`src/hw/rtl/msva_pkg.sv`:
```
// ----------------------------------------------------------------------------
// msva_pkg: shared types and constants of the mesh signed volume accumulator
// Field widths, the queue item between front and back, the matrix register
// set, register index codes and the divide-by-six digit step.
// ----------------------------------------------------------------------------
package msva_pkg;

    localparam int COORD_W       = 20;   // width of a vertex coordinate port
    localparam int NUM_COORDS    = 9;    // A, B and C, three axes each
    localparam int NORM_W        = 16;   // one packed Q1.14 or Q2.14 lane
    localparam int ROW_W         = 48;   // three packed lanes
    localparam int SUM_W         = 64;   // running sum and result width
    localparam int TERM_W        = 63;   // magnitude term, never above 2^63-1
    localparam int OUT_FRAC      = 24;   // fraction bits of the sum
    localparam int VOLUME_DIV    = 6;    // the sum holds six times the volume
    localparam int OCTET_W       = 8;    // quotient digit taken per stage
    localparam int REM_W         = 3;    // remainder of a divide by six
    localparam int DIV_STAGES    = SUM_W / OCTET_W;
    localparam int FRONT_STAGES  = 5;
    localparam int FIFO_DEPTH    = 8;
    localparam int FIFO_AW       = 3;
    localparam int CFG_IDX_W     = 2;

    localparam logic [ROW_W-1:0] MATRIX_RESET = 48'h0000_4000_4000;

    localparam logic [CFG_IDX_W-1:0] CFG_ROW_ZERO = 2'd0;
    localparam logic [CFG_IDX_W-1:0] CFG_ROW_ONE  = 2'd1;
    localparam logic [CFG_IDX_W-1:0] CFG_ROW_TWO  = 2'd2;

    typedef logic [ROW_W-1:0] t_row;

    typedef struct packed {
        t_row row_two;
        t_row row_one;
        t_row row_zero;
    } t_matrix;

    typedef struct packed {
        logic                                first;
        logic [NUM_COORDS-1:0][COORD_W-1:0] coord;   // ax ay az bx by bz cx cy cz
        logic [ROW_W-1:0]                    normal;
    } t_triangle;

    typedef struct packed {
        logic              first;   // clear the sum before this term
        logic              sub;     // subtract rather than add
        logic              clip;    // the term itself was clamped
        logic [TERM_W-1:0] term;
    } t_term_item;

    typedef struct packed {
        logic               empty;
        logic [FIFO_AW:0]   count;
    } t_fifo_status;

    // One long-division digit by six: remainder in, eight dividend bits in,
    // eight quotient bits and the new remainder out.
    function automatic logic [OCTET_W+REM_W-1:0] div6_octet(
        input logic [REM_W-1:0]   rem_in,
        input logic [OCTET_W-1:0] octet_in
    );
        logic [REM_W:0]     acc;
        logic [REM_W-1:0]   rem;
        logic [OCTET_W-1:0] quo;
        rem = rem_in;
        quo = '0;
        for (int i = OCTET_W - 1; i >= 0; i--) begin
            acc = {rem, octet_in[i]};
            if (acc >= (REM_W+1)'(VOLUME_DIV)) begin
                quo[i] = 1'b1;
                acc    = acc - (REM_W+1)'(VOLUME_DIV);
            end
            rem = acc[REM_W-1:0];
        end
        return {quo, rem};
    endfunction

endpackage

```
`src/hw/rtl/msva_back.sv`:
```
// ----------------------------------------------------------------------------
// msva_back: accumulation and division by six
// Takes classified terms from the queue, keeps the saturating running sum and
// divides a snapshot of it by six, one quotient octet per pipeline stage.
// ----------------------------------------------------------------------------
module msva_back (
    input  logic                   i_clk,
    input  logic                   i_rst_n,
    input  msva_pkg::t_term_item   i_head,
    input  msva_pkg::t_fifo_status i_fifo_status,
    output logic                   o_pop,
    output logic                   o_out_valid,
    input  logic                   i_out_stall,
    output logic [msva_pkg::SUM_W-1:0] o_volume,
    output logic                   o_saturated
);
    import msva_pkg::*;

    logic                  n_adv;
    logic [SUM_W-1:0]      n_base;
    logic                  n_clip_base;
    logic [SUM_W:0]        n_ext;
    logic [SUM_W-1:0]      n_sum;
    logic                  n_sat;

    logic [SUM_W-1:0]      r_sum;
    logic                  r_clipped;
    logic                  r_a_valid;

    logic                  r_b_valid;
    logic [SUM_W-1:0]      r_b_work;
    logic                  r_b_neg;
    logic                  r_b_clip;

    logic [DIV_STAGES-1:0] r_d_valid;
    logic [SUM_W-1:0]      r_d_work [DIV_STAGES];
    logic [REM_W-1:0]      r_d_rem  [DIV_STAGES];
    logic [DIV_STAGES-1:0] r_d_neg;
    logic [DIV_STAGES-1:0] r_d_clip;

    logic [DIV_STAGES:0]   w_valid;
    logic [SUM_W-1:0]      w_work [DIV_STAGES+1];
    logic [REM_W-1:0]      w_rem  [DIV_STAGES+1];
    logic [DIV_STAGES:0]   w_neg;
    logic [DIV_STAGES:0]   w_clip;
    logic [OCTET_W+REM_W-1:0] n_step [DIV_STAGES];

    logic                  r_out_valid;
    logic [SUM_W-1:0]      r_out_volume;
    logic                  r_out_sat;

    // The whole back pipeline moves unless a finished result is held.
    assign n_adv = !(r_out_valid && i_out_stall);
    assign o_pop = n_adv && !i_fifo_status.empty;

    // Saturating add or subtract; one extra bit shows the overflow.
    always_comb begin
        n_base      = i_head.first ? '0 : r_sum;
        n_clip_base = i_head.first ? 1'b0 : r_clipped;
        if (i_head.sub) begin
            n_ext = {n_base[SUM_W-1], n_base} - {2'b00, i_head.term};
        end else begin
            n_ext = {n_base[SUM_W-1], n_base} + {2'b00, i_head.term};
        end
        n_sat = (n_ext[SUM_W] != n_ext[SUM_W-1]);
        if (n_sat) begin
            n_sum = {n_ext[SUM_W], {(SUM_W-1){!n_ext[SUM_W]}}};
        end else begin
            n_sum = n_ext[SUM_W-1:0];
        end
    end

    assign w_valid[0] = r_b_valid;
    assign w_work[0]  = r_b_work;
    assign w_rem[0]   = '0;
    assign w_neg[0]   = r_b_neg;
    assign w_clip[0]  = r_b_clip;

    for (genvar k = 0; k < DIV_STAGES; k++) begin : g_div
        assign n_step[k]    = div6_octet(w_rem[k], w_work[k][SUM_W-1 -: OCTET_W]);
        assign w_valid[k+1] = r_d_valid[k];
        assign w_work[k+1]  = r_d_work[k];
        assign w_rem[k+1]   = r_d_rem[k];
        assign w_neg[k+1]   = r_d_neg[k];
        assign w_clip[k+1]  = r_d_clip[k];
    end

    always_ff @(posedge i_clk) begin
        if (!i_rst_n) begin
            r_sum       <= '0;
            r_clipped   <= 1'b0;
            r_a_valid   <= 1'b0;
            r_b_valid   <= 1'b0;
            r_d_valid   <= '0;
            r_out_valid <= 1'b0;
        end else if (n_adv) begin
            if (o_pop) begin
                r_sum     <= n_sum;
                r_clipped <= n_clip_base | i_head.clip | n_sat;
            end
            r_a_valid   <= o_pop;
            r_b_valid   <= r_a_valid;
            r_d_valid   <= w_valid[DIV_STAGES-1:0];
            r_out_valid <= w_valid[DIV_STAGES];
        end
    end

    always_ff @(posedge i_clk) begin
        if (n_adv) begin
            r_b_work <= r_sum[SUM_W-1] ? -r_sum : r_sum;
            r_b_neg  <= r_sum[SUM_W-1];
            r_b_clip <= r_clipped;
            for (int k = 0; k < DIV_STAGES; k++) begin
                r_d_work[k] <= {w_work[k][SUM_W-OCTET_W-1:0], n_step[k][OCTET_W+REM_W-1 -: OCTET_W]};
                r_d_rem[k]  <= n_step[k][REM_W-1:0];
                r_d_neg[k]  <= w_neg[k];
                r_d_clip[k] <= w_clip[k];
            end
            r_out_volume <= w_neg[DIV_STAGES] ? -w_work[DIV_STAGES] : w_work[DIV_STAGES];
            r_out_sat    <= w_clip[DIV_STAGES];
        end
    end

    assign o_out_valid = r_out_valid;
    assign o_volume    = r_out_volume;
    assign o_saturated = r_out_sat;

endmodule

```
`config.mk`:
```
export PLATFORM = sky130hd
export DESIGN_NAME = msva_back
export DESIGN_NICKNAME = d
export VERILOG_FILES = /design/src/hw/rtl/msva_pkg.sv /design/src/hw/rtl/msva_back.sv
export SDC_FILE = /design/constraint.sdc
export NUM_CORES = 1
export LEC_CHECK = 0
export BUFFER_PORTS_ARGS = -buffer_cell sky130_fd_sc_hd__buf_4
export CORE_MARGIN = 1
export CORE_UTILIZATION = 51
export CTS_BUF_LIST = sky130_fd_sc_hd__clkbuf_2 sky130_fd_sc_hd__clkbuf_4 sky130_fd_sc_hd__clkbuf_8
export CTS_CLUSTER_DIAMETER = 100
export DETAILED_ROUTE_END_ITERATION = 8
export PLACE_DENSITY_LB_ADDON = 0.3
export SLEW_MARGIN = 0
export SYNTH_ARGS = -nofsm -noshare
export SYNTH_HDL_FRONTEND = slang
export SYNTH_SLANG_ARGS = --single-unit
export TNS_END_PERCENT = 30
```
`constraint.sdc`:
```
create_clock -name i_clk -period 22.2 [get_ports i_clk]
set_clock_uncertainty 0.1 [all_clocks]
set_input_delay 4.44 -clock i_clk [delete_from_list [all_inputs] [get_ports i_clk]]
set_output_delay 4.44 -clock i_clk [all_outputs]
set_load 0.03 [all_outputs]
```
# Word-level counts from Yosys, hierarchy flattened
# Memory sizes are Yosys's and may differ from the RTL's.
# Cells that the tools add are included.
[totals] regBits=223 mem_count=2 word_cells=293 input_bits=74 output_inout_bits=67 mem_bits_rw=536
[mem_list] name="r_d_work" words=8 width=64 read_ports=8 rd_clocked_by_memory_dff=0 wr=8 line_no="msva_back.sv:36" rtl="logic [SUM_W-1:0] r_d_work [DIV_STAGES];"
[mem_list] name="r_d_rem" words=8 width=3 read_ports=7 rd_clocked_by_memory_dff=0 wr=8 line_no="msva_back.sv:37" rtl="logic [REM_W-1:0] r_d_rem [DIV_STAGES];"
[classes] n_eq_ne=1 order_cmp=64 mux=135 n_addsub=68 n_reduce_logical=6 bitwise=3
[ops] cell="4-bit by 3-bit >= comparator with 1-bit output (second input constant)" count=63
[ops] cell="3-bit 2-to-1 mux" count=64
[ops] cell="64-bit 2-to-1 mux" count=3
[ops] cell="3-bit subtractor (second input constant)" count=63
[ops] cell="64-bit negation" count=2
[ops] cell="1-bit 2-to-1 mux" count=66
[ops] cell="64-bit by 64-bit adder with 65-bit output" count=1
[ops] cell="65-bit 2-to-1 mux" count=1
[ops] cell="64-bit by 64-bit subtractor with 65-bit output" count=1
[ops] cell="63-bit 2-to-1 mux" count=1
[ops] cell="1-bit by 3-bit >= comparator with 1-bit output (second input constant)" count=1
[ops] cell="1-bit zero test" count=3
[ops] cell="1-bit by 3-bit subtractor with 3-bit output (second input constant)" count=1
[ops] cell="1-bit logical AND" count=2
[ops] cell="1-bit OR" count=2
[ops] cell="2-bit AND reduction" count=1
[ops] cell="1-bit inequality test" count=1
[ops] cell="1-bit NOT" count=1

# Logic depth before layout (Yosys ltp)
# An unclocked memory read counts as a cell.
[depth] depth_word=17 ltp_mapped=26 mapped_depth_nobuf=22

# Worst setup path before layout
# OpenSTA, ideal clock, no wires.
[synth_path] path_kind="in2reg" startpoint="input port i_out_stall" endpoint="register r_out_sat (netlist: o_saturated), enable pin" setup_ps=1282 arrival_ps=22549 required_ps=20818 path_buffers=1 cell_stages=3 setup_slack_ps=-1732 path_cell_list="and2_1 inv_1 clkbuf_1"
[synth_via] elab_chain_len=1
[synth_lines] item="start, declared" line_no="msva_back.sv:13" rtl="input logic i_out_stall,"
[synth_lines] item="1-bit logical AND" line_no="msva_back.sv:53" rtl="assign n_adv = !(r_out_valid && i_out_stall);"
[synth_lines] item="end signal, assigned" line_no="msva_back.sv:120" rtl="r_out_sat <= w_clip[DIV_STAGES];"
[synth_lines] item="end, declared" line_no="msva_back.sv:50" rtl="logic r_out_sat;"
# Every way passes these cells.
# A chain may end at the register's enable or synchronous reset.

# Final worst setup path
[layout_path] startpoint="input port i_out_stall" endpoint="output port o_pop"
[layout_via] elab_chain_len=3
[layout_lines] item="1-bit logical AND" line_no="msva_back.sv:53"
[layout_lines] item="1-bit zero test" line_no="msva_back.sv:53"
[layout_lines] item="1-bit logical AND" line_no="msva_back.sv:54" rtl="assign o_pop = n_adv && !i_fifo_status.empty;"
[layout_lines] item="end, declared" line_no="msva_back.sv:11" rtl="output logic o_pop,"
# Every way passes these cells.

==> results.ini <==
[run_status]
status=completed

[routing]
routed_wl_um=69400
viasPerCell=5.66
detail-route-antenna-nets=0
vias=25356
wl_per_cell_um=15.5
first_iter_violations=1830
drtPass1Iterations=5
route.detailed.drc=0

[clock_tree]
cts_resized=0
htreeDepth=3
cts_tree=done
clk_path_buf_depth=3
clk_latency_ns=0.68
cts_root_buf=clkbuf_8
post-cts-setup-buffer-count=0
clkSinkCount=732
cts_buffers=111
hold_buffers=0
clk_pin_slew_worst_paths_ns=0.06

[logic_synthesis]
synth.yosys.seq_area_share_pct=56.9
ys_ff_latch=732
synthCells=3373
yosys_warnings=0
synth_fp_nets=3515
async_flop_share_pct=0
mappedNetlistArea_um2=37300
synth_ff_type=edfxtp_1
syn_avg_cell_area_um2=11.1
yosys.cell_types.count=78
synth_edf_count=656

[setup_path]
r2r_slack_ns=16.84
crit_required_ns=17.66
worst_path_max_delay_cell=nand2b_1
end_kind=primary output
cp_max_fo=155
critical_path_class=input port to primary output
slowest_delay_ns=0.73
cp.arrival_ns=6.72
startpoint_type=input port
path_cells=buf_4 > and2_1 > inv_8 > nand2b_1 > inv_2 > buf_4
cp_common_cell=buf_4

[power]
p_per_area_nw_per_um2=117
vdd_ir_drop_max_mv=0.0824
p_seq_share_pct=49.8
p_int_w=0.00331
pwr-share-comb_pct=26.4
p_switching_w=0.00153
swShare_pct=31.7
leakage_nw=15.2
p_clk_share_pct=23.9

[timing]
fmax_mhz=88.8
rsz0062_at_grt=false
slew_headroom_pct=27.1
drv_slew=0
fin_setup_tns_ns=0
worst_pin_slew_ns=1.09
final.min_clock_period_ns=11.26
setup_ws_ns=10.94
hold_viol=0
setup_viol=0
finalCritPeriodShare_pct=50.7

[layout]
final_common_cell=edfxtp_1
area_delta_synth_final_pct=10.7
final_area_um2=41300
layout.nets=3577
final_cell_mix=edfxtp_1 (656), a21oi_1 (299), o21ai_0 (292), nand2_1 (250), xnor2_1 (229)
final_layout_size_suffix_gt1_share_pct=11.1
fillers=5964

[floorplan]
start_util_pct=51.8
die_area_um2=74200
core-area_um2=72000
num_rows=98
fp.dieH_um=272
boundaryPins=141
die_w_um=272

[global_route]
grt_max_degree=197
grt_overflow=0
antenna_found_initial=1
grt_pass1_vias=22910
grt_first_pass_wirelength_um=113000
grt_usage_pct=18.3

[place]
post-place-ws_ns=10.58
io_buffers=136
postPlaceCellArea_um2=38900
dp_hpwl_um=46600
place_congestion=0.951

[worst_hold_path]
hold_path.class=flop to flop

[flow_run]
drv_cap=0

## power groups by stage
stage | sequential (W) | combinational, W | clock (W)
finish | 0.00241 | 0.00128 | 0.00115
detailed placement | 0.00244 | 0.00127 | 0
global route | 0.00247 | 0.00142 | 0.00125
floorplan | 0.00238 | 0.000968 | 0
CTS | 0.00241 | 0.00127 | 0.00119
global placement | 0.00241 | 0.00125 | 0
## cell type report
| type | count | area [um^2] | area share, % |
|---|---|---|---|
| tap | 950 | 1190 | 2.88 |
| clock buffer | 151 | 1850 | 4.49 |
| clock inverter | 53 | 519 | 1.26 |
| multi-input combinational | 2347 | 15000 | 36.3 |
| timing repair buffer | 157 | 1190 | 2.88 |
| inverter | 86 | 330 | 0.800 |
| sequential | 732 | 21200 | 51.4 |
| antenna | 1 | 2.50 | 0.00606 |
## state kept, by name, indices dropped and copies added, names as in the netlist
| name | cells |
|---|---|
| o_out_valid | 1 |
| r_a_valid | 1 |
| o_volume | 64 |
| r_d_clip | 8 |
| r_sum | 64 |
| r_b_clip | 1 |
| r_d_valid | 8 |
| r_d_neg | 8 |
| r_b_work | 63 |
| r_d_work | 489 |
| o_saturated | 1 |
| r_b_neg | 1 |
| r_clipped | 1 |
| r_d_rem | 21 |
| r_b_valid | 1 |
## path summary, 6_finish.rpt
| path | end | depth (start not counted) | startpoint |
|---|---|---|---|
| worst max register to register | r_sum[62]$_SDFFE_PN0P_ | 16 | r_sum[1]$_SDFFE_PN0P_ |
| worst min register to register | r_d_work[1][250]$_DFFE_PN_ | 0 | r_d_work[1][178]$_DFFE_PN_ |
| worst max-delay path | o_pop | 6 | i_out_stall |
| worst min-delay path | r_d_work[1][250]$_DFFE_PN_ | 0 | r_d_work[1][178]$_DFFE_PN_ |
## worst max-delay path: cells and delay by family
| kind | cells | cell delay (ns) |
|---|---|---|
| AND/OR/NAND/NOR | 2 | 1.04 |
| buffers and inverters | 4 | 1.22 |
## stage by stage
step                      std cells  utilization (%)  hold slack (ns)  power, W
after CTS                      4476             57.4            0.307   0.00488
after global routing           4477             57.4            0.314   0.00514
after floorplan                3373                -            0.300   0.00334
after detailed placement       4272             54.1            0.305   0.00371
after global placement         4272             54.1            0.300   0.00366
final                          4477             57.4            0.309   0.00484
## cells by family (layout without fill, tap and decap cells)
kind of cell	count (synthesis)	count (layout)	synth area share [%]
adder cells (fa/ha/maj)	124	124	3.80
AO/OA/AOI/OAI	971	971	16.1
flip-flops	732	732	56.9
buffers and inverters	294	447	2.96
AND/OR/NAND/NOR	952	952	13.0
other	0	1	0
XOR/XNOR	283	283	6.64
multiplexers	17	17	0.681
## cells in the mapped netlist (all sizes together), types with 7 or more instances
library cell / number / share of area, %
o21ai: 293 / 3.9
a21o: 46 / 0.93
o211ai: 36 / 0.72
xnor2: 229 / 5.4
nand3: 80 / 1.1
a21boi: 10 / 0.20
dfxtp: 76 / 4.1
o221ai: 7 / 0.16
a211oi: 26 / 0.52
nand2: 250 / 2.5
or3: 51 / 0.87
nand4: 19 / 0.32
ha: 67 / 2.2
a311oi: 27 / 0.63
a22oi: 17 / 0.34
buf: 12 / 0.12
nor3: 89 / 1.2
mux2: 7 / 0.21
nor3b: 17 / 0.36
and3: 28 / 0.47
o311ai: 20 / 0.47
and2: 7 / 0.12
nor2b: 86 / 1.4
o41a: 7 / 0.21
or4: 28 / 0.59
nor2: 167 / 1.7
nand2b: 63 / 1.1
o21a: 24 / 0.48
o31ai: 50 / 1.0
a21oi: 299 / 4.0
o41ai: 25 / 0.63
a31oi: 23 / 0.39
maj3: 56 / 1.5
nor4: 33 / 0.55
xor2: 54 / 1.3
clkinv: 7 / 0.070
inv: 79 / 0.79
or2: 15 / 0.26
edfxtp: 656 / 53
clkbuf: 196 / 2.0
o21bai: 7 / 0.14
o2111ai: 8 / 0.19
## per-layer routing
layer | up-vias | global-route usage, % | routed length (um)
met5 | - | 0 | 0
met4 | 0 | 6.33 | 1600
met3 | 104 | 2.68 | 3420
met2 | 642 | 29.1 | 31500
met1 | 11759 | 25.7 | 32900
li1 | 12851 | - | -
(Power assumes the default switching activity.)
