**config.mk**
```make
export PLATFORM = sky130hd
export DESIGN_NAME = msva_fifo
export DESIGN_NICKNAME = d
export VERILOG_FILES = /design/src/hw/rtl/msva_pkg.sv /design/src/hw/rtl/msva_fifo.sv
export SDC_FILE = /design/constraint.sdc
export NUM_CORES = 1
export LEC_CHECK = 0
export BUFFER_PORTS_ARGS = -buffer_cell sky130_fd_sc_hd__buf_2
export CAP_MARGIN = 15
export CELL_PAD_IN_SITES_DETAIL_PLACEMENT = 0
export CELL_PAD_IN_SITES_GLOBAL_PLACEMENT = 1
export CORE_MARGIN = 8
export CORE_UTILIZATION = 35
export CTS_CLUSTER_SIZE = 28
export DETAILED_ROUTE_END_ITERATION = 7
export GPL_TIMING_DRIVEN = 0
export PLACE_DENSITY = 0.61
export SETUP_SLACK_MARGIN = 0.2
export SKIP_LAST_GASP = 1
export SYNTH_ARGS = -nofsm -noshare
export SYNTH_HDL_FRONTEND = slang
export SYNTH_SLANG_ARGS = --single-unit
```
**constraint.sdc**
```tcl
create_clock -name i_clk -period 10.3 [get_ports i_clk]
set_input_delay 1.03 -clock i_clk [delete_from_list [all_inputs] [get_ports i_clk]]
set_output_delay 1.03 -clock i_clk [all_outputs]
set_load 0.005 [all_outputs]
```
**src/hw/rtl/msva_pkg.sv**
```systemverilog
// ----------------------------------------------------------------------------
// msva_pkg: shared types and constants of the mesh signed volume accumulator
// Field widths, the queue item between front and back, the matrix register
// set, register index codes and the divide-by-six digit step.
// ----------------------------------------------------------------------------
package msva_pkg;

    localparam int COORD_W       = 20;   // width of a vertex coordinate port
    localparam int NUM_COORDS    = 9;    // A, B and C, three axes each
    localparam int NORM_W        = 16;   // one packed Q1.14 or Q2.14 lane
    localparam int ROW_W         = 48;   // three packed lanes
    localparam int SUM_W         = 64;   // running sum and result width
    localparam int TERM_W        = 63;   // magnitude term, never above 2^63-1
    localparam int OUT_FRAC      = 24;   // fraction bits of the sum
    localparam int VOLUME_DIV    = 6;    // the sum holds six times the volume
    localparam int OCTET_W       = 8;    // quotient digit taken per stage
    localparam int REM_W         = 3;    // remainder of a divide by six
    localparam int DIV_STAGES    = SUM_W / OCTET_W;
    localparam int FRONT_STAGES  = 5;
    localparam int FIFO_DEPTH    = 8;
    localparam int FIFO_AW       = 3;
    localparam int CFG_IDX_W     = 2;

    localparam logic [ROW_W-1:0] MATRIX_RESET = 48'h0000_4000_4000;

    localparam logic [CFG_IDX_W-1:0] CFG_ROW_ZERO = 2'd0;
    localparam logic [CFG_IDX_W-1:0] CFG_ROW_ONE  = 2'd1;
    localparam logic [CFG_IDX_W-1:0] CFG_ROW_TWO  = 2'd2;

    typedef logic [ROW_W-1:0] t_row;

    typedef struct packed {
        t_row row_two;
        t_row row_one;
        t_row row_zero;
    } t_matrix;

    typedef struct packed {
        logic                                first;
        logic [NUM_COORDS-1:0][COORD_W-1:0] coord;   // ax ay az bx by bz cx cy cz
        logic [ROW_W-1:0]                    normal;
    } t_triangle;

    typedef struct packed {
        logic              first;   // clear the sum before this term
        logic              sub;     // subtract rather than add
        logic              clip;    // the term itself was clamped
        logic [TERM_W-1:0] term;
    } t_term_item;

    typedef struct packed {
        logic               empty;
        logic [FIFO_AW:0]   count;
    } t_fifo_status;

    // One long-division digit by six: remainder in, eight dividend bits in,
    // eight quotient bits and the new remainder out.
    function automatic logic [OCTET_W+REM_W-1:0] div6_octet(
        input logic [REM_W-1:0]   rem_in,
        input logic [OCTET_W-1:0] octet_in
    );
        logic [REM_W:0]     acc;
        logic [REM_W-1:0]   rem;
        logic [OCTET_W-1:0] quo;
        rem = rem_in;
        quo = '0;
        for (int i = OCTET_W - 1; i >= 0; i--) begin
            acc = {rem, octet_in[i]};
            if (acc >= (REM_W+1)'(VOLUME_DIV)) begin
                quo[i] = 1'b1;
                acc    = acc - (REM_W+1)'(VOLUME_DIV);
            end
            rem = acc[REM_W-1:0];
        end
        return {quo, rem};
    endfunction

endpackage

```
**src/hw/rtl/msva_fifo.sv**
```systemverilog
// ----------------------------------------------------------------------------
// msva_fifo: term queue between front and back
// A small register queue of classified terms. The front never pushes into a
// full queue because it reserves room before it accepts an item.
// ----------------------------------------------------------------------------
module msva_fifo (
    input  logic                  i_clk,
    input  logic                  i_rst_n,
    input  logic                  i_push,
    input  msva_pkg::t_term_item  i_push_item,
    input  logic                  i_pop,
    output msva_pkg::t_term_item  o_head,
    output msva_pkg::t_fifo_status o_status
);
    import msva_pkg::*;

    t_term_item           r_mem [FIFO_DEPTH];
    logic [FIFO_AW-1:0]   r_wr_ptr;
    logic [FIFO_AW-1:0]   r_rd_ptr;
    logic [FIFO_AW:0]     r_count;
    logic [FIFO_AW:0]     n_count;

    always_comb begin
        n_count = r_count;
        if (i_push && !i_pop) begin
            n_count = r_count + 1'b1;
        end else if (!i_push && i_pop) begin
            n_count = r_count - 1'b1;
        end
    end

    always_ff @(posedge i_clk) begin
        if (!i_rst_n) begin
            r_wr_ptr <= '0;
            r_rd_ptr <= '0;
            r_count  <= '0;
        end else begin
            if (i_push) begin
                r_wr_ptr <= r_wr_ptr + 1'b1;
            end
            if (i_pop) begin
                r_rd_ptr <= r_rd_ptr + 1'b1;
            end
            r_count <= n_count;
        end
    end

    always_ff @(posedge i_clk) begin
        if (i_push) begin
            r_mem[r_wr_ptr] <= i_push_item;
        end
    end

    assign o_head         = r_mem[r_rd_ptr];
    assign o_status.empty = (r_count == '0);
    assign o_status.count = r_count;

endmodule

```
# [Yosys cells after proc, flatten, opt, wreduce, memory -nomap -nowiden]
# Memories as Yosys holds them, arrays and structs flattened. A register that Yosys moved wholly into a read port is not among the register bits.
# Index checks and enable logic that the tools add are counted.
[word_totals] reg_bits=10 latch_bits=0 mem_bits_rw=528 mem_bits_ro=0 output_inout_bits=71 elab_cells=20 memories=1
[memory_table] memory="r_mem" words=8 width=66 read_ports=1 rd_ports_with_merged_regs=1 wr=1 line_no="msva_fifo.sv:17" source="t_term_item r_mem [FIFO_DEPTH];"
[classes] add_sub_neg=4 n_mul=0 n_div=0 n_lt_le_gt_ge=0 n_eq_ne=0 n_shift=0 n_mux=6 n_bitwise=0 n_reduce_logical=6
[op_table] operator="$mux W4" n=2
[op_table] operator="$add A3 B1 Y3 const B" n=2
[op_table] operator="$mux W3" n=2
[op_table] operator="$add A4 B1 Y4 const B" n=1
[op_table] operator="$logic_not A4 Y1" n=1
[op_table] operator="$sub A4 B1 Y4 const B" n=1
[op_table] operator="$logic_and A1 B1 Y1" n=2
[op_table] operator="$logic_not A1 Y1" n=2
[op_table] operator="$mux W1" n=2
[op_table] operator="$reduce_bool A2 Y1" n=1

# [Depth between registers and ports, before layout]
# Gate-level depths: netlist of run 1.
[logic_depth] ltp_word=4 mapped_depth=8 depth_no_buf=8

# [Worst setup path before layout of run 1]
# Ideal clock, no wire load.
[synth_path] kind="input to register" start="in i_push" end="mem r_mem[0][0] (netlist bit), enable pin" arrival_ps=5609 required_ps=9729 path_slack_ps=4120 path_stages=2 path_cell_list="nand2b_1 > nor3_1"
[synth_between] elab_chain_cells=2
[synth_rtl] element="from (decl)" line_no="msva_fifo.sv:9" source="input logic i_push,"
[synth_rtl] element="$mux W1" line_no="msva_fifo.sv:49" source="if (i_push) begin"
[synth_rtl] element="$mux W1 (implied by the code)" line_no="msva_fifo.sv:50" source="r_mem[r_wr_ptr] <= i_push_item;"
[synth_rtl] element="to (decl)" line_no="msva_fifo.sv:17"
# No other way between the ends.

==> results of run 1 <==
[layout make-up]
cell class,count,share of cell area (%)
Sequential cell,541,66.32
Multi-Input combinational cell,249,16.99
Clock buffer,73,6.066
Timing Repair Buffer,172,4.984
Tap cell,765,3.939
Buffer,39,0.9474
Clock inverter,25,0.6848
Antenna cell,4,0.04119
Inverter,2,0.03089
[flip-flops by register name (all words and copies together) (netlist names), named ones only]
register and flops:
r_mem 528, r_wr_ptr 3, r_rd_ptr 3, r_count 4
[critical path, cell delays in order (launching register included)]
cell	delay, ns
sky130_fd_sc_hd__dfxtp_1	0.30
sky130_fd_sc_hd__clkbuf_1	0.32
sky130_fd_sc_hd__clkbuf_1	0.67
sky130_fd_sc_hd__buf_2	0.46
sky130_fd_sc_hd__mux4_2	0.35
sky130_fd_sc_hd__mux2_2	0.31
sky130_fd_sc_hd__buf_2	0.14
[path summary, 6_finish.rpt]
kind / start / end / slack [ns]
setup / recovery: register / o_head[64] / 6.14
hold reg to reg: r_count[3] / r_count[3] / 0.50
hold / removal: r_count[3] / r_count[3] / 0.50
setup reg to reg: r_wr_ptr[2] / r_mem[0][42] / 7.98
[power groups by stage]
stage / clock network, W / logic, W / registers [W]
after CTS: 0.00188 / 0.000436 / 0.00249
after detailed placement: 0 / 0.000435 / 0.00254
after global placement: 0 / 0.000410 / 0.00255
after floorplan: 0 / 0.000245 / 0.00254
final: 0.00183 / 0.000419 / 0.00249
after global routing: 0.00196 / 0.000457 / 0.00250
[routing by layer]
| layer | part of all wire, % | global-route usage, % |
|---|---|---|
| met1 | 43 | 16.89 |
| met2 | 50 | 21.47 |
| met4 | 1.9 | 3.187 |
| met5 | 0.095 | 0 |
| met3 | 5.4 | 3.267 |
[cell usage in the layout (no fill, tap or decap), types with 13 or more instances in the layout]
cell                        synthesis  final
sky130_fd_sc_hd__edfxtp_1         528    528
sky130_fd_sc_hd__buf_2             13    153
sky130_fd_sc_hd__mux4_2           132    132
sky130_fd_sc_hd__mux2_2            66     66
sky130_fd_sc_hd__clkbuf_16          0     55
sky130_fd_sc_hd__clkbuf_1          16     31
sky130_fd_sc_hd__buf_6              9     23
sky130_fd_sc_hd__buf_12             0     14
sky130_fd_sc_hd__dfxtp_1           13     13
sky130_fd_sc_hd__clkinv_1           0     13
[stage by stage]
stage,instances,total power (W),TNS [ns],instance area [sq um],hold slack [ns]
2_1_floorplan,831,0.002787,0,20430,0.4742
3_3_place_gp,1736,0.002961,-156.68,22080,0.4800
3_5_place_dp,1768,0.002973,0,22650,0.4825
4_1_cts,1866,0.004811,0,24290,0.5010
5_1_grt,1866,0.004909,0,24290,0.5233
6_report,1870,0.004740,0,24300,0.4971
[cells by family after synthesis]
family	after synthesis	share of synthesized area (%)
AOI/OAI and AO/OA	4	0.1164
adders and majority gates	6	0.4043
muxes	202	18.39
and+or+nand+nor	31	0.7718
DFF	541	78.90
xor gates and xnor gates	6	0.2573
buffers and inverters	41	1.164
==> flow_summary.rst, run 1 <==
.. list-table::
   :header-rows: 1

   * - Metric
     - Value
   * - DRC violations left
     - 0
   * - Upper clock frequency limit
     - between 0.2 and 0.25 GHz
   * - Status
     - completed
   * - Area added between synthesis and finish
     - 18.96%
   * - Full die area
     - around 66,000 sq um
   * - Tmin final
     - approximately 4.2 ns
   * - Library cell with the largest summed area after synthesis
     - sky130_fd_sc_hd__edfxtp_1
   * - Final setup fails
     - 0
   * - Launching element type of the critical path
     - register
   * - Critical path start-end classification
     - reg -> out
   * - Wirelength, routed
     - between 40,000 and 50,000 um
   * - Clock insertion delay at the later pin of the skew report
     - about 0.59 ns
   * - Worst reg-to-reg path cell count
     - 5
   * - Share of total power in combinational logic
     - under 10%
   * - Gate Count Post-Synth
     - about 830
   * - Storage element area
     - ~16,000 sq um
   * - Share of synthesized area occupied by flip-flops and latches
     - about four fifths
   * - Clock network power share
     - 38.6%
   * - Number of pins with negative max-slew slack in the final report
     - 0
   * - Vertical extent of the die
     - about 260 um
   * - Most numerous cell in the Yosys netlist
     - sky130_fd_sc_hd__edfxtp_1
   * - Fraction of final layout cells with drive strength greater than 1
     - around 43%
   * - Post-synthesis instance area
     - 20,430 sq um
   * - Number of nets produced by synthesis
     - between 900 and 1,000
   * - Pwr Density
     - just under 200 nW/um^2
   * - Clock Path Buffers
     - 3
   * - Resize count post-CTS
     - 0
   * - Drt first pass iters
     - 5
   * - TritonCTS Buffers
     - 54
   * - Post-place setup slack
     - ~6.6 ns
   * - Actual slew at the worst max-slew pin
     - approximately 0.94 ns
   * - Final weighted congestion in routability-driven placement
     - ~0.65
   * - Footprint of the multi-input gates
     - 4128 sq um
   * - Worst max-slew margin expressed relative to the limit
     - a little under two fifths
   * - Pin count of the biggest net entering global routing
     - 25
   * - Portion of synthesized cell area occupied by the leading cell type
     - between 70% and 80%
   * - Crit share post-route
     - approximately 40%
   * - Distinct cells, synth
     - 26
   * - RSZ-0062 raised after global routing
     - no
   * - Final worst slack
     - slightly above 6 ns
   * - First-iteration detailed-routing DRC count
     - a little under 600
   * - Biggest area contributors in the synthesized netlist
     - sky130_fd_sc_hd__edfxtp_1 78%, sky130_fd_sc_hd__mux4_2 15%, sky130_fd_sc_hd__mux2_2 3.6%
   * - Switching portion of total power
     - between 20% and 30%
   * - Final-stage net count
     - 1,135
   * - Endpoint kind of the worst setup timing path
     - output pin
   * - Cell at the root of the clock tree
     - sky130_fd_sc_hd__clkbuf_16
   * - Number of enable flip-flop cells after synthesis
     - ~530
   * - First-pass GRT wire length
     - 64,370 um
   * - Most instantiated flip-flop cell in the synthesis netlist
     - sky130_fd_sc_hd__edfxtp_1
   * - Data arrival, critical path
     - 3.13 ns
   * - Number of buffers inserted by post-CTS setup repair
     - 0
   * - TritonCTS clock tree
     - built
   * - Fraction of power consumed by sequential logic
     - between 50% and 60%
   * - Hold Path Depth
     - 2
   * - Average detailed-routed wire length per instance
     - 23.06 um
   * - Internal Pwr Total
     - about 0.0037 W
   * - Initial antenna violation count
     - 7
   * - Post-DP HPWL
     - around 27,000 um
   * - Net switching power
     - approximately 0.0010 W
   * - Standby leakage power
     - roughly 7.8 nW
   * - Data required time of the critical path
     - 9.27 ns
   * - Worst-path fanout max
     - 10
   * - Std cell rows
     - 88
   * - Num Clock Sinks
     - 541
   * - H-tree depth
     - 2
   * - Ranking of synthesized cells by instance count
     - 528 x sky130_fd_sc_hd__edfxtp_1, 132 x sky130_fd_sc_hd__mux4_2, 66 x sky130_fd_sc_hd__mux2_2
   * - Number of buffers added to fix hold violations after cts
     - 0
   * - Mean instance size in the synthesized netlist
     - about 25 sq um
   * - Number of fill cells in the layout
     - between 5,000 and 6,000
   * - Count of maximum capacitance violations
     - 0
   * - Number of synthesized register bits
     - 541
   * - Fraction of registers with async set/reset
     - 0%
   * - Gr usage total
     - 12.90%
   * - Peak supply drop
     - 0.1019 mV
   * - Worst clock skew
     - approximately 0.0099 ns
   * - DR vias
     - 9,058
   * - Die W
     - about 260 um
   * - Port buffer count
     - 140
   * - Yosys Warn Count
     - 0
   * - Type of the most critical hold path
     - reg -> reg
   * - Total core area
     - 57,700 sq um
   * - Effective utilization at floorplan
     - a little over a third
   * - Utilization of the core after routing
     - a little over two fifths
   * - GRT Residual Overflow
     - 0
   * - # IOs
     - approximately 140
   * - Hold violation count in the final report
     - 0
   * - Clock transition time at the flip-flop clock pins of the worst setup and hold paths
     - 0.06 ns
   * - Vias in the first global route
     - slightly below 10,000
   * - Post-detailed-route count of antenna-violating nets
     - 0
   * - Via density per instance
     - ~4.8
No activity file was read; power rests on OpenSTA's default activity.
==> run 2, diff against run 1 <==
--- a/config.mk
+++ b/config.mk
@@ -14,7 +14,7 @@
 export CTS_CLUSTER_SIZE = 28
 export DETAILED_ROUTE_END_ITERATION = 7
 export GPL_TIMING_DRIVEN = 0
-export PLACE_DENSITY = 0.61
+export PLACE_DENSITY = 0.63
 export SETUP_SLACK_MARGIN = 0.2
 export SKIP_LAST_GASP = 1
 export SYNTH_ARGS = -nofsm -noshare
==> constraint.sdc (replaced) <==
create_clock -name i_clk -period 3.7 [get_ports i_clk]
set_input_delay 0.37 -clock i_clk [delete_from_list [all_inputs] [get_ports i_clk]]
set_output_delay 0.37 -clock i_clk [all_outputs]
set_load 0.005 [all_outputs]
==> run 2 against run 1 <==
Critical path depth unchanged. Clock power increased to 2.8 times the previous value. Final cell count barely moved. Highest routed layer unchanged. Global-route usage barely moved. Routed wire length down 0.49%. Worst setup slack got worse by 5.7 ns. Via count increased by 1.4%. Count of clock-buffer cells in the layout increased by 3. Critical endpoint is now o_head[11].
==> flow_summary.rst, run 2 (synthesized netlist as in run 1, its figures left out) <==
.. list-table::
   :header-rows: 1

   * - Metric
     - Value
   * - Clock insertion delay at the later pin of the skew report
     - 0.58 ns (about the same)
   * - Crit share post-route
     - just under 90%
   * - Actual slew at the worst max-slew pin
     - 0.9094 ns (-0.02760 ns)
   * - Status
     - completed
   * - Endpoint of the worst hold-timing path
     - r_mem[3][58]
   * - Peak supply drop
     - 0.3512 mV (+240%)
   * - H-tree depth
     - 2 (unchanged)
   * - Flip-flop count of the largest register after layout
     - 528 (unchanged)
   * - Final weighted congestion in routability-driven placement
     - 0.6826 (+5.5%)
   * - Std cell rows
     - 88 (unchanged)
   * - Resize count post-CTS
     - 1 (+1)
   * - Count of maximum capacitance violations
     - 0 (unchanged)
   * - Leading cell type in the layout, fill and taps excluded
     - sky130_fd_sc_hd__edfxtp_1
   * - Final setup fails
     - 0 (unchanged)
   * - Drt first pass iters
     - 4 (-1)
   * - Area added between synthesis and finish
     - 19.88%
   * - Port buffer count
     - 140 (unchanged)
   * - Cell at the root of the clock tree
     - sky130_fd_sc_hd__clkbuf_16
   * - Setup TNS
     - 0 ns (unchanged)
   * - Num Clock Sinks
     - 541 (unchanged)
   * - First-pass GRT wire length
     - 64,920 um (+0.86%)
   * - Leading cell types in the layout, fill and taps excluded
     - 528 x sky130_fd_sc_hd__edfxtp_1, 153 x sky130_fd_sc_hd__buf_2, 132 x sky130_fd_sc_hd__mux4_2
   * - Number of cells in the design after placement
     - 1,763 (-0.28%)
   * - Hold Path Depth
     - 1 (-1)
   * - Number of buffers inserted by post-CTS setup repair
     - 0 (unchanged)
   * - Top reg by flops
     - r_mem
   * - Largest registers
     - r_mem: 528 flops, r_count: 4 flops
   * - FF-to-FF End
     - r_mem[7][41]
   * - Via density per instance
     - 4.916 (+1.5%)
   * - Pwr Density
     - 542.9 nW/um^2 (+180%)
   * - Post-detailed-route count of antenna-violating nets
     - 0 (unchanged)
   * - Worst-path fanout max
     - 10 (unchanged)
   * - Full die area
     - 66,340 sq um (unchanged)
   * - Worst clock skew
     - 0.009580 ns (-0.0003341 ns)
   * - # IOs
     - 141 (unchanged)
   * - Data arrival, critical path
     - 2.86 ns (-0.27 ns)
   * - GRT Residual Overflow
     - 0 (unchanged)
   * - Pin count of the biggest net entering global routing
     - 24 (-4.0%)
   * - Number of pins with negative max-slew slack in the final report
     - 0 (unchanged)
   * - Effective utilization at floorplan
     - 35.40% (unchanged)
   * - Vertical extent of the die
     - 257.6 um (unchanged)
   * - Tmin final
     - roughly 3.2 ns
   * - Vias in the first global route
     - 10,000 (+0.74%)
   * - Clock Path Buffers
     - 3 (unchanged)
   * - Number of buffers added to fix hold violations after cts
     - 0 (unchanged)
   * - Fraction of final layout cells with drive strength greater than 1
     - 42.82% (+0.13 points)
   * - DRC violations left
     - 0 (unchanged)
   * - Average detailed-routed wire length per instance
     - 22.96 um (-0.44%)
   * - TritonCTS Buffers
     - 56 (+3.7%)
   * - Data required time of the critical path
     - 3.33 ns (-5.94 ns)
   * - Initial antenna violation count
     - 9 (+2)
   * - Hold violation count in the final report
     - 0 (unchanged)
   * - Wirelength, routed
     - 42,900 um (-0.49%)
   * - Launching element type of the critical path
     - register
   * - Type of the most critical hold path
     - in -> reg
   * - Count of placed standard cells in the final layout, fillers left out
     - 1,869 (-0.053%)
   * - RSZ-0062 raised after global routing
     - no
   * - Hold Slack
     - 0.05756 ns (-0.4395 ns)
   * - Worst reg-to-reg path cell count
     - 4 (-1)
   * - Worst max-slew margin expressed relative to the limit
     - 39.23% (+1.8 points)
   * - Critical path start-end classification
     - reg -> out
   * - Upper clock frequency limit
     - 0.3094 GHz
   * - Startpoint of the worst-slack reg-to-reg timing path
     - r_wr_ptr[0]
   * - Clock transition time at the flip-flop clock pins of the worst setup and hold paths
     - 0.06 ns (about the same)
   * - Die W
     - 257.6 um (unchanged)
   * - First-iteration detailed-routing DRC count
     - 607 (+1.7%)
   * - Total core area
     - 57,700 sq um (unchanged)
   * - DR vias
     - 9,188 (+1.4%)
   * - Post-DP HPWL
     - 27,380 um (+1.8%)
   * - TritonCTS clock tree
     - built
   * - Standby leakage power
     - 7.819 nW (+0.76%)
   * - Flop2flop setup slack
     - 1.46 ns (-6.52 ns)
   * - Endpoint kind of the worst setup timing path
     - output pin
   * - Final-stage net count
     - 1,132 (-0.26%)
   * - Start point of the worst hold path
     - i_push_item[58]
   * - Gr usage total
     - 12.90% (about the same)
==> run 2: metal layers <==
layer	vias to the layer above	share of wire (%)	track usage [%]
li1	4001	-	-
met1	4912	43	17.10
met2	205	49	21.31
met3	64	5.6	3.218
met4	6	1.6	3.156
met5	-	0.093	0
==> run 2: report_power, final <==
group	switching (W)	total, W	internal [W]
sequential	0.0000460	0.00694	0.00689
combinational	0.000585	0.00118	0.000599
clock	0.00218	0.00517	0.00299
==> run 2: layout make-up <==
type,count,area (sq um)
fillers,5000,33210
well taps,765,957.2
plain buffers,39,231.5
diodes,4,10.01
clock buffers,76,1518
clock inverters,26,173.9
inverters,2,7.507
flip-flops and latches,541,16120
repair buffers,167,1334
multi-input cells,249,4140
==> run 2: worst max-delay path by stage <==
stage / startpoint / end / slack (ns) / depth (start not counted)
6_report: register / o_head[11] / 0.47 / 6
3_3_place_gp: i_push / r_mem[7][49] / -3.51 / 3
4_1_cts: register / o_head[33] / 0.28 / 4
5_1_grt: register / o_head[13] / 0.25 / 6
2_1_floorplan: r_wr_ptr[0] / r_mem[3][0] / -0.10 / 2
3_5_place_dp: register / o_head[11] / 0.61 / 6
==> run 2: per-stage QoR <==
step	area [sq um]	setup WS [ns]	total power [W]	util, %
3_3_place_gp	22090	-3.507	0.008236	38.29
5_1_grt	24480	0.2541	0.01380	42.43
4_1_cts	24480	0.2797	0.01349	42.43
6_report	24490	0.4678	0.01329	42.44
3_5_place_dp	22780	0.6081	0.008298	39.49
2_1_floorplan	20440	-0.1018	0.007754	-
==> run 2: worst max-delay path: stages (launching register included) <==
cell,delay (ns)
sky130_fd_sc_hd__dfxtp_1,0.30
sky130_fd_sc_hd__clkbuf_1,0.35
sky130_fd_sc_hd__clkbuf_2,0.41
sky130_fd_sc_hd__buf_2,0.40
sky130_fd_sc_hd__mux4_2,0.36
sky130_fd_sc_hd__mux2_2,0.32
sky130_fd_sc_hd__buf_2,0.14
==> run 3, diff against run 2 <==
==> constraint.sdc (replaced) <==
create_clock -name i_clk -period 3.7 [get_ports i_clk]
set_input_delay 1.11 -clock i_clk [delete_from_list [all_inputs] [get_ports i_clk]]
set_output_delay 1.11 -clock i_clk [all_outputs]
set_load 0.005 [all_outputs]
==> run 3 against run 2 <==
Die area is the same. Routed wire length grew 1.4%. Critical path depth grew 1. First-iteration DRC count grew 4.0%. Final cell count grew 0.75%. Flip-flop and latch count is the same.
==> flow_summary.rst, run 3 (synthesized netlist as in run 1, its figures left out) <==
.. list-table::
   :header-rows: 1

   * - Metric
     - Value
   * - Hold Path Depth
     - 2 (+1)
   * - Worst-path fanout max
     - 7 (-3)
   * - Top reg by flops
     - r_mem
   * - Cell at the root of the clock tree
     - sky130_fd_sc_hd__clkbuf_16
   * - Effective utilization at floorplan
     - 35.40% (unchanged)
   * - Highest layer used for signal routing
     - met5
   * - Launching element type of the critical path
     - register
   * - Vertical extent of the die
     - 257.6 um (unchanged)
   * - Port buffer count
     - 140 (unchanged)
   * - Final weighted congestion in routability-driven placement
     - 0.6826 (unchanged)
   * - H-tree depth
     - 2 (unchanged)
   * - Worst max-slew margin expressed relative to the limit
     - 38.87% (-0.37 points)
   * - Final design area excluding fillers
     - 25,030 sq um (+2.2%)
   * - Wire length on met3
     - 2187 um (-9.0%)
   * - FF-to-FF End
     - r_mem[7][41]
   * - Pwr Density
     - 537.5 nW/um^2 (-0.99%)
   * - Vias in the first global route
     - 10,050 (+0.47%)
   * - Pin count of the biggest net entering global routing
     - 24 (unchanged)
   * - Total power of the final layout
     - 0.01345 W (+1.2%)
   * - Routed length on met1
     - 19,060 um (+2.6%)
   * - Post-DP HPWL
     - 27,380 um (unchanged)
   * - Startpoint of the worst-slack reg-to-reg timing path
     - r_wr_ptr[0]
   * - Area added between synthesis and finish
     - 22.52%
   * - Crit share post-route
     - 94.63% (+7.3 points)
   * - Count of maximum capacitance violations
     - 0 (unchanged)
   * - Average detailed-routed wire length per instance
     - 23.10 um (+0.62%)
   * - First-pass GRT wire length
     - 65,450 um (+0.81%)
   * - Data required time of the critical path
     - 2.59 ns (-0.74 ns)
   * - Leading cell types in the layout, fill and taps excluded
     - 528 x sky130_fd_sc_hd__edfxtp_1, 132 x sky130_fd_sc_hd__mux4_2, 132 x sky130_fd_sc_hd__buf_2
   * - Actual slew at the worst max-slew pin
     - 0.9170 ns (+0.007661 ns)
   * - Worst reg-to-reg path cell count
     - 4 (unchanged)
   * - TritonCTS clock tree
     - built
   * - Number of cells in the design after placement
     - 1,763 (unchanged)
   * - Flop2flop setup slack
     - 1.47 ns (about the same)
   * - Upper clock frequency limit
     - 0.2856 GHz (-7.7%)
   * - Clock transition time at the flip-flop clock pins of the worst setup and hold paths
     - 0.06 ns (about the same)
   * - Leading cell type in the layout, fill and taps excluded
     - sky130_fd_sc_hd__edfxtp_1
   * - Post-Place Cell Area
     - 22,780 sq um (unchanged)
   * - Data arrival, critical path
     - 2.39 ns (-0.47 ns)
   * - RSZ-0062 raised after global routing
     - yes
   * - Flip-flop count of the largest register after layout
     - 528 (unchanged)
   * - First-iteration detailed-routing DRC count
     - 631 (+4.0%)
   * - Clock Path Buffers
     - 3 (unchanged)
   * - Fraction of final layout cells with drive strength greater than 1
     - 44.65% (+1.8 points)
   * - Start point of the worst hold path
     - r_count[3]
   * - Standby leakage power
     - 8.079 nW (+3.3%)
   * - Number of pins with negative max-slew slack in the final report
     - 0 (unchanged)
   * - Final setup fails
     - 0 (unchanged)
   * - Status
     - completed
   * - Count of placed standard cells in the final layout, fillers left out
     - 1,883 (+0.75%)
   * - Peak supply drop
     - 0.3518 mV (+0.15%)
   * - Std cell rows
     - 88 (unchanged)
   * - Endpoint of the worst hold-timing path
     - r_count[3]
   * - Met2 WL
     - 21,440 um (+1.1%)
   * - Initial antenna violation count
     - 9 (unchanged)
   * - Drt first pass iters
     - 4 (unchanged)
   * - Clock insertion delay at the later pin of the skew report
     - 0.58 ns (about the same)
   * - Endpoint kind of the worst setup timing path
     - output pin
   * - DR vias
     - 9,242 (+0.59%)
   * - # IOs
     - 141 (unchanged)
   * - Hold violation count in the final report
     - 0 (unchanged)
   * - Type of the most critical hold path
     - reg -> reg
   * - Critical path start-end classification
     - reg -> out
   * - DRC violations left
     - 0 (unchanged)
   * - Die W
     - 257.6 um (unchanged)
   * - Num Clock Sinks
     - 541 (unchanged)
   * - Wirelength, routed
     - 43,490 um (+1.4%)
   * - Gr usage total
     - 13.02% (+0.12 points)
   * - Full die area
     - 66,340 sq um (unchanged)
   * - Post-detailed-route count of antenna-violating nets
     - 0 (unchanged)
   * - Largest registers
     - r_mem: 528 flops, r_count: 4 flops
   * - Final-stage net count
     - 1,145 (+1.1%)
   * - Setup TNS
     - 0 ns (unchanged)
   * - TritonCTS Buffers
     - 56 (unchanged)
   * - Total core area
     - 57,700 sq um (unchanged)
   * - Worst clock skew
     - 0.01072 ns (+0.001140 ns)
   * - Tmin final
     - 3.501 ns (+0.2689 ns)
   * - Via density per instance
     - 4.908 (-0.16%)
   * - GRT Residual Overflow
     - 0 (unchanged)
[run 3: routing by layer]
metal | track usage, % | vias to the layer above
li1 | - | 4033
met1 | 17.27 | 4940
met5 | 0 | -
met2 | 21.48 | 200
met4 | 3.249 | 6
met3 | 3.218 | 63
[run 3: stage by stage]
step                setup slack, ns  util (%)  hold WS [ns]
floorplan                   -0.7890         -        0.4742
global placement             -4.247     38.29        0.4760
detailed placement          -0.1319     39.49        0.4912
CTS                          0.1227     43.05        0.5048
global route                0.09694     43.36        0.5456
finish                       0.1988     43.38        0.4996
[run 3: where the power goes]
part	total (W)	internal, W	switching (W)
Combinational	0.00133	0.000719	0.000613
Sequential	0.00694	0.00689	0.0000465
Clock	0.00518	0.00299	0.00218
[run 3: critical path, stage by stage, from the launching register on]
cell and delay [ns]:
sky130_fd_sc_hd__dfxtp_2 0.33, sky130_fd_sc_hd__clkbuf_16 0.16, sky130_fd_sc_hd__buf_16 0.17, sky130_fd_sc_hd__buf_12 0.12, sky130_fd_sc_hd__buf_16 0.12, sky130_fd_sc_hd__mux4_2 0.50, sky130_fd_sc_hd__mux2_4 0.29, sky130_fd_sc_hd__buf_6 0.12
[run 3: final cells by class]
| cell class | instances | area, sq um |
|---|---|---|
| antenna | 5 | 12.51 |
| buffer | 39 | 444.2 |
| clock buffer | 76 | 1518 |
| clock inverter | 26 | 173.9 |
| fill | 4942 | 32670 |
| inverter | 2 | 7.507 |
| multi-input combinational | 249 | 4178 |
| sequential | 541 | 16120 |
| tap | 765 | 957.2 |
| timing repair buffer | 180 | 1619 |
[run 3: what timing repair did]
action / in CTS / in global routing
resized for setup: 62 / 24
setup buffers: 5 / 2
hold buffers: 0 / 0
gates cloned: 4 / 2
endpoints found under the setup margin: 66 / 66
[run 3: worst max path at each step]
stage	endpoint	cells past startpoint	slack, ns
after global routing	o_head[0]	7	0.1
after CTS	o_head[61]	7	0.12
after floorplan	r_mem[1][0]	2	-0.79
after global placement	r_mem[7][49]	3	-4.25
final	o_head[56]	7	0.20
after detailed placement	o_head[11]	6	-0.13
